==> src/hdl/ped_pkg.sv <==
`timescale 1ns / 1ps
`default_nettype none

package ped_pkg;

  // Default sizes handed to the top-level parameters.
  localparam int unsigned MAX_COLORS_DEF = 16;
  localparam int unsigned MAX_WIDTH_DEF  = 1024;

  localparam int unsigned CH_W   = 8;
  localparam int unsigned NCH    = 3;
  localparam int unsigned ERR_W  = 9;
  localparam int unsigned ROW_W  = NCH * ERR_W;
  localparam int unsigned DIST_W = 18;

  // Stream and configuration port widths.
  localparam int unsigned TDATA_W    = 32;
  localparam int unsigned IN_TUSER_W = 2;
  localparam int unsigned IDX_W      = 4;
  localparam int unsigned CFG_IDX_W  = 1;
  localparam int unsigned CFG_DATA_W = 11;
  localparam int unsigned PSIZE_W    = 5;
  localparam int unsigned LWIDTH_W   = 11;

  // Configuration register indexes.
  localparam logic [CFG_IDX_W-1:0] CFG_PALETTE_SIZE = 1'b0;
  localparam logic [CFG_IDX_W-1:0] CFG_LINE_WIDTH   = 1'b1;

  // Input word kinds.
  localparam logic OP_PALETTE = 1'b0;
  localparam logic OP_PIXEL   = 1'b1;

  typedef logic [CH_W-1:0]         pix_t;
  typedef pix_t [NCH-1:0]          pix3_t;
  typedef logic signed [ERR_W-1:0] err_t;

  typedef struct packed {
    logic  done;
    pix3_t color;
  } search_rsp_t;

  function automatic pix_t clamp8(input logic signed [10:0] v);
    pix_t r;
    if (v < 11'sd0) begin
      r = '0;
    end else if (v > 11'sd255) begin
      r = 8'hFF;
    end else begin
      r = v[7:0];
    end
    return r;
  endfunction

  // Divide by 16, rounding toward zero.
  function automatic err_t div16_tz(input logic signed [12:0] v);
    logic signed [12:0] b;
    b = v + (v[12] ? 13'sd15 : 13'sd0);
    return b[12:4];
  endfunction

endpackage

`default_nettype wire

==> src/hdl/ped_palette.sv <==
`timescale 1ns / 1ps
`default_nettype none

module ped_palette #(
  parameter int unsigned MAX_COLORS = ped_pkg::MAX_COLORS_DEF
) (
  input  logic                            clk_i,
  input  logic                            rst_ni,
  input  logic                            wr_en_i,
  input  logic [$clog2(MAX_COLORS)-1:0]   wr_addr_i,
  input  ped_pkg::pix3_t                  wr_data_i,
  input  logic                            start_i,
  input  logic [$clog2(MAX_COLORS+1)-1:0] count_i,
  input  ped_pkg::pix3_t                  pix_i,
  output logic [$clog2(MAX_COLORS)-1:0]   label_o,
  output ped_pkg::search_rsp_t            rsp_o
);

  localparam int unsigned PIDX_W = $clog2(MAX_COLORS);

  ped_pkg::pix3_t mem [MAX_COLORS];

  logic                          iss_q;
  logic [PIDX_W-1:0]             iss_idx_q;
  logic [PIDX_W-1:0]             last_idx;

  logic                          rd_v_q;
  logic                          rd_last_q;
  logic [PIDX_W-1:0]             rd_idx_q;
  ped_pkg::pix3_t                rd_data_q;

  logic                          dist_v_q;
  logic                          dist_last_q;
  logic [PIDX_W-1:0]             dist_idx_q;
  ped_pkg::pix3_t                dist_col_q;
  logic [ped_pkg::DIST_W-1:0]    dist_q;
  logic [ped_pkg::DIST_W-1:0]    dist_d;

  logic                          done_q;
  logic [PIDX_W-1:0]             best_q;
  logic [ped_pkg::DIST_W-1:0]    best_d_q;
  ped_pkg::pix3_t                best_col_q;

  assign last_idx = PIDX_W'(count_i - 1'b1);

  // Palette store: one write port, one registered read port.
  always_ff @(posedge clk_i) begin
    if (wr_en_i) begin
      mem[wr_addr_i] <= wr_data_i;
    end
    if (iss_q) begin
      rd_data_q <= mem[iss_idx_q];
    end
  end

  // Squared distance of the entry just read.
  always_comb begin
    logic signed [8:0] diff;
    logic [15:0]       sq;
    dist_d = '0;
    for (int k = 0; k < ped_pkg::NCH; k++) begin
      diff   = $signed({1'b0, pix_i[k]}) - $signed({1'b0, rd_data_q[k]});
      sq     = 16'(diff * diff);
      dist_d = dist_d + ped_pkg::DIST_W'(sq);
    end
  end

  always_ff @(posedge clk_i or negedge rst_ni) begin
    if (!rst_ni) begin
      iss_q    <= 1'b0;
      rd_v_q   <= 1'b0;
      dist_v_q <= 1'b0;
      done_q   <= 1'b0;
    end else begin
      if (start_i) begin
        iss_q <= 1'b1;
      end else if (iss_q && (iss_idx_q == last_idx)) begin
        iss_q <= 1'b0;
      end
      rd_v_q   <= iss_q;
      dist_v_q <= rd_v_q;
      done_q   <= dist_v_q && dist_last_q;
    end
  end

  always_ff @(posedge clk_i) begin
    if (start_i) begin
      iss_idx_q <= '0;
    end else if (iss_q) begin
      iss_idx_q <= iss_idx_q + 1'b1;
    end
    rd_idx_q    <= iss_idx_q;
    rd_last_q   <= (iss_idx_q == last_idx);
    dist_idx_q  <= rd_idx_q;
    dist_last_q <= rd_last_q;
    dist_col_q  <= rd_data_q;
    dist_q      <= dist_d;
    // Strict compare keeps the lower index on a tie.
    if (dist_v_q && ((dist_idx_q == '0) || (dist_q < best_d_q))) begin
      best_q     <= dist_idx_q;
      best_d_q   <= dist_q;
      best_col_q <= dist_col_q;
    end
  end

  assign label_o     = best_q;
  assign rsp_o.done  = done_q;
  assign rsp_o.color = best_col_q;

  a_done_after_last : assert property (@(posedge clk_i) disable iff (!rst_ni)
    (dist_v_q && dist_last_q) |=> done_q)
    else $error("search done missing after last entry");

  a_no_start_busy : assert property (@(posedge clk_i) disable iff (!rst_ni)
    start_i |-> (!iss_q && !rd_v_q && !dist_v_q))
    else $error("search restarted while running");

  a_no_write_busy : assert property (@(posedge clk_i) disable iff (!rst_ni)
    wr_en_i |-> (!iss_q && !start_i))
    else $error("palette written during search");

endmodule

`default_nettype wire

==> config.mk <==
export PLATFORM = sky130hd
export DESIGN_NAME = ped_palette
export DESIGN_NICKNAME = d
export VERILOG_FILES = /design/src/hdl/ped_pkg.sv /design/src/hdl/ped_palette.sv
export SDC_FILE = /design/constraint.sdc
export NUM_CORES = 1
export LEC_CHECK = 0
export BUFFER_PORTS_ARGS = -buffer_cell sky130_fd_sc_hd__buf_4
export CAP_MARGIN = 5
export CORE_MARGIN = 2
export CORE_UTILIZATION = 57
export CTS_BUF_LIST = sky130_fd_sc_hd__clkbuf_16
export CTS_CLUSTER_DIAMETER = 50
export DETAILED_ROUTE_END_ITERATION = 10
export PLACE_DENSITY = 0.77
export SYNTH_ARGS = -nofsm -noshare
export SYNTH_HDL_FRONTEND = slang
export SYNTH_SLANG_ARGS = --single-unit
==> constraint.sdc <==
create_clock -name clk_i -period 7.99 [get_ports clk_i]
set_input_delay 0.799 -clock clk_i [delete_from_list [all_inputs] [get_ports clk_i]]
set_output_delay 0.799 -clock clk_i [all_outputs]
set_load 0.01 [all_outputs]
# Word-level counts from Yosys, hierarchy flattened
# Memory sizes are Yosys's and may differ from the RTL's. A register that Yosys moved wholly into a read port is not among the register bits.
# Index checks and enable logic that the tools add are counted.
[word_totals] regBits=106 ramBits=384 word_cells=41 mem_count=1
[op_classes] n_addsub=7 mul=3 magnitude_cmp=1 eq_ne=1 muxes=4 n_reduce_logical=6
[mem_list] name="mem" words=16 word_bits=24 rd=1 rd_ports_with_merged_regs=1 write_ports=1 line_no="ped_palette.sv:21" rtl="ped_pkg::pix3_t mem [MAX_COLORS];"
[ops] cell="multiplier 9 x 9 -> 16 bit" n=3
[ops] cell="subtractor 8 x 8 -> 9 bit" n=3
[ops] cell="adder 17 x 16 -> 18 bit" n=1
[ops] cell="less-than comparator 18 bit" n=1
[ops] cell="adder 16 x 16 -> 17 bit" n=1
[ops] cell="adder 4 x 1 -> 4 bit (second input constant)" n=1
[ops] cell="equality test 4 bit" n=1
[ops] cell="logical NOT 4 bit" n=1
[ops] cell="2-to-1 mux 1 bit" n=4
[ops] cell="subtractor 4 x 1 -> 4 bit (second input constant)" n=1
[ops] cell="logical AND 1 bit" n=3
[ops] cell="nonzero test 2 bit" n=1
[ops] cell="logical OR 1 bit" n=1

# Longest topological paths before layout
# Gate-level depths: netlist of run 1.
[logic_depth] depth_word=5 depth_mapped=34 depth_no_buf=34

# Worst setup path after synthesis of run 1
# OpenSTA, ideal clock, no wires.
[synth_timing] kind="input-to-reg" startpoint="input port pix_i[0] in the netlist's numbering" endpoint="register dist_q[16] in the netlist's numbering" arrival_ns=7.801 required_ns=7.874 path_slack_ns=0.073 path_stages=31 path_cell_list="inv_1 -> ha_1 -> inv_1 -> fa_1 -> a211oi_1 -> o21bai_1 -> a21oi_2 -> xor2_4 -> nor2_1 -> inv_1 -> fa_1 -> fa_1 -> inv_1 -> fa_1 -> fa_1 -> inv_1 -> fa_1 -> inv_1 -> ha_1 -> nor2b_1 -> o21ai_0 -> a21boi_0 -> xnor2_1 -> fa_1 -> inv_1 -> ha_1 -> o21a_1 -> nor2_1 -> a31oi_1 -> or4b_1 -> and3_1"
[synth_via] elab_chain_len=4
[synth_lines] item="from (decl)" line_no="ped_palette.sv:14" rtl="input ped_pkg::pix3_t pix_i,"
[synth_lines] item="subtractor 8 x 8 -> 9 bit" line_no="ped_palette.sv:62" rtl="diff = $signed({1'b0, pix_i[k]}) - $signed({1'b0, rd_data_q[k]});"
[synth_lines] item="multiplier 9 x 9 -> 16 bit" line_no="ped_palette.sv:63" rtl="sq = 16'(diff * diff);"
[synth_lines] item="adder 16 x 16 -> 17 bit" line_no="ped_palette.sv:64" rtl="dist_d = dist_d + ped_pkg::DIST_W'(sq);"
[synth_lines] item="adder 17 x 16 -> 18 bit" line_no="ped_palette.sv:64"
[synth_lines] item="named net dist_d (one bit)" line_no="ped_palette.sv:37" rtl="logic [ped_pkg::DIST_W-1:0] dist_d;"
[synth_lines] item="to (signal assigned)" line_no="ped_palette.sv:97" rtl="dist_q <= dist_d;"
[synth_lines] item="to (decl)" line_no="ped_palette.sv:36" rtl="logic [ped_pkg::DIST_W-1:0] dist_q;"
# The timed path passes the listed nets, and every way through them passes these cells.
# A chain may end at the register's enable or synchronous reset.

# Worst setup path after layout of run 1
[layout_timing] startpoint="input port pix_i[0] in the netlist's numbering" endpoint="register dist_q[17] in the netlist's numbering"
# Same word-level chain as after synthesis.

==> impl_metrics.json, run 1 <==
{
  "num_rows": 80,
  "drive_above_1_share_pct": 24.65,
  "yosysUniqueCellTypes": 74,
  "io_pins": 90,
  "synth.net_count": 2193,
  "synth_area_leaders": "edfxtp_1 50%, fa_1 13%, mux4_2 9.8%",
  "synthCells": 1805,
  "critPathLaunch": "pix_i[0]",
  "crit_top_cell": "inv_1",
  "hold_ws_ps": 325.4,
  "antenna_found_initial": 2,
  "worstHoldStart": "rd_idx_q[1]$_DFF_P_",
  "die_w_um": 223.5,
  "nFillCells": 3236,
  "clockBufferDepth": 3,
  "fmax_ghz": 0.1309,
  "ys_async_sr_fraction_pct": 0.7782,
  "grt_usage_pct": 24.10,
  "slowest_delay_ps": 540,
  "skew_ps": 19.59,
  "via_count": 15460,
  "syn_area_per_cell_um2": 15.22,
  "synth-edff-count": 454,
  "fin_crit_ps": 7640,
  "cts.sinks": 514,
  "htreeDepth": 2,
  "cts_tree": "built",
  "cts_root_buf": "clkbuf_16",
  "grt_pass1_wl_um": 90640,
  "overflow": 0,
  "die_area_um2": 49970,
  "ys_seq_area_share_pct": 54.07,
  "drv_slew": 0,
  "rrSetupSlack_ps": 350,
  "reg2reg_to": "dist_q[16]$_DFF_P_",
  "io_buffers": 88,
  "status": "completed",
  "fin_crit_sh_pct": 95.62,
  "synth_area_um2": 27470,
  "dr.pass1.iters": 5,
  "r2r_cells": 32,
  "post-synth-top-area-fraction_pct": 49.62,
  "relSlewSlack_pct": 43.77,
  "drtIter0Drc": 1251,
  "drc_errors": 0,
  "min_to": "dist_idx_q[1]$_DFF_P_",
  "cp-start-kind": "primary input",
  "syn2layout_area_growth_pct": 15.61,
  "cts_inserted_buffers": 50,
  "path_clk_slew_ps": 60,
  "setup_viol": 0,
  "fin_nets": 2464,
  "clkLatencyLatePin_ps": 600,
  "synth-seq-cells": 514,
  "wl_per_cell_um": 21.30,
  "timing.final.hold_violations": 0,
  "grt_pass1_vias": 16410,
  "synthFlopType": "edfxtp_1",
  "worstMarginPinSlew_ps": 843.4,
  "final_area_um2": 31760,
  "core_area_um2": 47650,
  "critPathKind": "primary input to flop",
  "ys_top_cells_by_count": "454 x edfxtp_1, 272 x inv_1, 174 x fa_1",
  "yosys.area.top_type": "edfxtp_1",
  "yosysMostFrequentCell": "edfxtp_1",
  "hpwl_um": 38260,
  "cap_violations": 0,
  "gp_congestion": 0.8553,
  "grt_max_degree": 57,
  "drt_wl_total_um": 58240,
  "die_h_um": 223.5,
  "yosysWarnings": 0,
  "ant_nets": 0,
  "worst_hold_path_type": "flop to flop",
  "crit_path_max_fanout": 7,
  "crit_slowest_cell": "fa_1",
  "r2r-start": "rd_data_q[16]$_DFFE_PP_",
  "initial_core_util_pct": 57.66,
  "endpoint_kind": "flop",
  "holdPathStages": 0,
  "viasPerCell": 5.654,
  "dpl_cell_area_um2": 30000,
  "arrival_ps": 8130,
  "crit_required_ps": 8480
}
[flip-flops by register name (all words and copies together), names as in the netlist, 4 cells and up]
signal	cells
dist_q	18
label_o	4
rd_idx_q	4
dist_idx_q	4
iss_idx_q	4
dist_col_q	24
best_d_q	18
mem	384
rsp_o	24
rd_data_q	24
[repair_timing]
action | in CTS | in global routing
hold endpoints to repair | 4 | 0
endpoints found under the setup margin | 0 | 6
hold buffers | 1 | 0
resized for setup | 0 | 26
setup buffers | 0 | 6
[final cells by class]
class,count,area (um2),area share [%]
Clock inverter,43,332.8,1.048
Inverter,278,1045,3.289
Multi-Input combinational cell,976,11550,36.36
Antenna cell,1,2.502,0.007879
Clock buffer,51,1276,4.018
Sequential cell,514,14860,46.80
Timing Repair Buffer,256,1924,6.059
Tap cell,615,769.5,2.423
[cell families (layout without fill, tap and decap cells)]
group	after synthesis	count (layout)	share of synthesized area, %
and+or+nand+nor	274	274	4.586
DFF	514	514	54.07
xor gates and xnor gates	90	90	3.165
AOI/OAI and AO/OA	159	159	3.994
adders and majority gates	327	327	19.65
muxes	126	126	10.09
buffers and inverters	315	628	4.445
other	0	1	0
[through the flow]
stage	util (%)	setup TNS, ps	instances	setup slack, ps
after floorplan	-	0	1805	73.14
after global placement	62.95	-848.5	2632	-269.1
after detailed placement	62.95	-1701	2632	-428.6
after CTS	66.35	0	2727	82.05
after global routing	66.66	-44.70	2734	-25.34
final	66.66	0	2734	349.8
[worst max-delay path: cells and delay by family]
kind                       cells  cell delay [ps]
xor gates and xnor gates       3              410
buffers and inverters          9              680
AOI/OAI and AO/OA              9             2030
and+or+nand+nor                1              130
adders and majority gates     10             4050
[metal layers]
metal	track usage, %	vias to the layer above	wire length [um]
met2	43.23	456	30910
met3	3.489	86	3385
met5	0	-	0
li1	-	6969	-
met4	7.505	0	1537
met1	30.49	7948	22410
[cells in the final DEF (no fill, tap or decap), types with 4 or more instances in the layout]
| master | synthesis | routed |
|---|---|---|
| fa_1 | 174 | 174 |
| ha_1 | 153 | 152 |
| xor2_1 | 20 | 18 |
| edfxtp_1 | 454 | 454 |
| nand2b_1 | 14 | 14 |
| a21boi_0 | 4 | 4 |
| clkbuf_16 | 0 | 51 |
| nor2_2 | 0 | 14 |
| xor2_2 | 4 | 6 |
| nand2_1 | 67 | 67 |
| o21ai_0 | 24 | 19 |
| a21oi_2 | 2 | 5 |
| a21o_1 | 24 | 24 |
| a21oi_1 | 29 | 26 |
| dfxtp_1 | 56 | 53 |
| a31oi_1 | 10 | 9 |
| nor3_1 | 24 | 19 |
| mux4_2 | 120 | 120 |
| inv_1 | 272 | 280 |
| buf_4 | 1 | 255 |
| o21a_1 | 14 | 14 |
| nor2b_1 | 19 | 18 |
| nor2_1 | 113 | 99 |
| or2_2 | 4 | 4 |
| mux2i_1 | 4 | 4 |
| nor3_2 | 0 | 5 |
| xnor2_1 | 63 | 63 |
| dfrtp_1 | 4 | 4 |
| nand4_1 | 5 | 5 |
| clkinv_2 | 1 | 9 |
| inv_2 | 4 | 5 |
| a211oi_2 | 1 | 5 |
| or3_1 | 4 | 4 |
| clkinv_1 | 1 | 17 |
| o21ai_1 | 9 | 12 |
[worst max path at each step]
stage,endpoint,slack [ps],cells after the start
2_1_floorplan,dist_q[16]$_DFF_P_,70,31
5_1_grt,dist_q[16]$_DFF_P_,-30,32
4_1_cts,dist_q[16]$_DFF_P_,80,32
3_3_place_gp,dist_q[16]$_DFF_P_,-270,32
3_5_place_dp,dist_q[16]$_DFF_P_,-430,34
6_report,dist_q[17]$_DFF_P_,350,32
Power of run 1 is left out: the tool's default activity adds up to more than one toggle a clock period on the data nets, which glitch-free logic cannot reach.
==> run 2: changes to the inputs <==
--- a/config.mk
+++ b/config.mk
@@ -12,7 +12,7 @@
 export CTS_BUF_LIST = sky130_fd_sc_hd__clkbuf_16
 export CTS_CLUSTER_DIAMETER = 50
 export DETAILED_ROUTE_END_ITERATION = 10
-export PLACE_DENSITY = 0.77
+export PLACE_DENSITY = 0.73
 export SYNTH_ARGS = -nofsm -noshare
 export SYNTH_HDL_FRONTEND = slang
 export SYNTH_SLANG_ARGS = --single-unit
==> run 2 against run 1 <==
Effect of this change:
- final cell count rose by 0.37%
- critical path type is now flop to flop
- die area did not move
- clock skew rose by 6.3 ps
- maximum frequency fell by 0.83%
- register-to-register slack got worse by 60 ps
- routed wire length fell by 3.6%
- cell area rose by 0.41%
- count of clock-buffer cells in the layout rose by 1
- sequential cell count did not move
==> impl_metrics.json, run 2 (same netlist as run 1, synthesis figures left out) <==
{
  "status": "completed",
  "critPathLaunch": "rd_data_q[8]$_DFFE_PP_",
  "cp_num_buf_inv": 9,
  "worstHoldStart": "rd_idx_q[2]$_DFF_P_",
  "setup_viol": 0,
  "fin_crit_ps": 7704,
  "worst-path-stages": 33,
  "timing.final.hold_violations": 0,
  "relSlewSlack_pct": 38.35,
  "drive_above_1_share_pct": 25.56,
  "final_common_cell": "edfxtp_1",
  "nFillCells": 3260,
  "crit_path_max_fanout": 3,
  "multi_input_area_um2": 11590,
  "fmax_ghz": 0.1298,
  "fin_crit_sh_pct": 96.42,
  "cp-start-kind": "flop",
  "fin_util_pct": 66.94,
  "gp_congestion": 0.8752,
  "core_area_um2": 47650,
  "grt_pass1_vias": 16260,
  "worst_hold_path_type": "flop to flop",
  "antenna_found_initial": 3,
  "ant_nets": 0,
  "cap_violations": 0,
  "path_clk_slew_ps": 60,
  "wl_met1_um": 21990,
  "drc_errors": 0,
  "final_cell_mix": "454 x edfxtp_1, 283 x inv_1, 267 x buf_4",
  "die_w_um": 223.5,
  "hold_ws_ps": 328.2,
  "arrival_ps": 8170,
  "holdPathStages": 0,
  "slowest_delay_ps": 530,
  "dpl_cell_area_um2": 30090,
  "critPathKind": "flop to flop",
  "io_buffers": 88,
  "viasPerCell": 5.596,
  "htreeDepth": 2,
  "wl_per_cell_um": 20.46,
  "drtIter0Drc": 1117,
  "final_area_um2": 31890,
  "via_count": 15360,
  "r2r-start": "rd_data_q[8]$_DFFE_PP_",
  "r2r_cells": 33,
  "grt_max_degree": 61,
  "drt_wl_total_um": 56150,
  "largest_reg_flops": 384,
  "num_rows": 80,
  "overflow": 0,
  "dr.pass1.iters": 5,
  "fin_nets": 2478,
  "grt_pass1_wl_um": 87590,
  "worstMarginPinSlew_ps": 923.8,
  "regMostFlops": "mem",
  "clkLatencyLatePin_ps": 600,
  "crit_slowest_cell": "fa_1",
  "crit_family": "adder cells",
  "hpwl_um": 37430,
  "crit_required_ps": 8460,
  "initial_core_util_pct": 57.66,
  "clockBufferDepth": 3,
  "cts.sinks": 514,
  "cts_root_buf": "clkbuf_16",
  "met3_length_um": 3259,
  "cts_tree": "built",
  "syn2layout_area_growth_pct": 16.09,
  "die_h_um": 223.5,
  "cts_inserted_buffers": 52,
  "regArea_um2": 14860,
  "skew_ps": 25.92,
  "met2_length_um": 29700,
  "endpoint_kind": "flop",
  "grt_usage_pct": 23.19,
  "io_pins": 90,
  "drv_slew": 0,
  "top_layer": "met5",
  "die_area_um2": 49970
}
-- run 2: repair_timing --
item	4_1_cts	5_1_grt
hold endpoints to repair	4	0
gates resized for setup	0	35
hold buffers	1	0
setup buffers	0	6
endpoints found under the setup margin	0	6
-- run 2: worst register-to-register path: cells and delay by family, from the launching register on --
kind | cells | cell delay (ps)
and+or+nand+nor | 4 | 860
xor gates and xnor gates | 2 | 140
buffers and inverters | 9 | 740
adders and majority gates | 10 | 3950
DFF | 1 | 380
AOI/OAI and AO/OA | 8 | 1480
-- run 2: per-stage QoR --
step,std cells,setup TNS (ps),setup slack (ps)
floorplan,1805,0,73.14
global placement,2644,-1159,-320.3
detailed placement,2644,-1792,-428.4
CTS,2737,0,110.6
global route,2744,-29.25,-29.25
finish,2744,0,286.3
-- run 2: final cells by class --
type	count	share of cell area [%]
timing repair buffer	268	6.316
antenna	1	0.007847
tap	615	2.413
inverter	278	3.276
sequential	514	46.60
clock inverter	40	0.9573
clock buffer	52	4.080
multi-input combinational	976	36.35
-- run 2: metal layers --
metal	GRT usage, %	vias up
met5	0	-
met4	6.022	2
met3	3.909	95
met2	41.38	398
met1	29.68	7863
li1	-	6998
-- run 2: path summary, 6_finish.rpt --
kind	endpoint	slack (ps)
max reg2reg	dist_q[16]$_DFF_P_	290
min in group asynchronous	done_q$_DFF_PN0_	560
max	dist_q[16]$_DFF_P_	290
min reg2reg	dist_idx_q[2]$_DFF_P_	330
min	dist_idx_q[2]$_DFF_P_	330
max in group asynchronous	dist_v_q$_DFF_PN0_	7330
Power of run 2 is left out for the same reason.
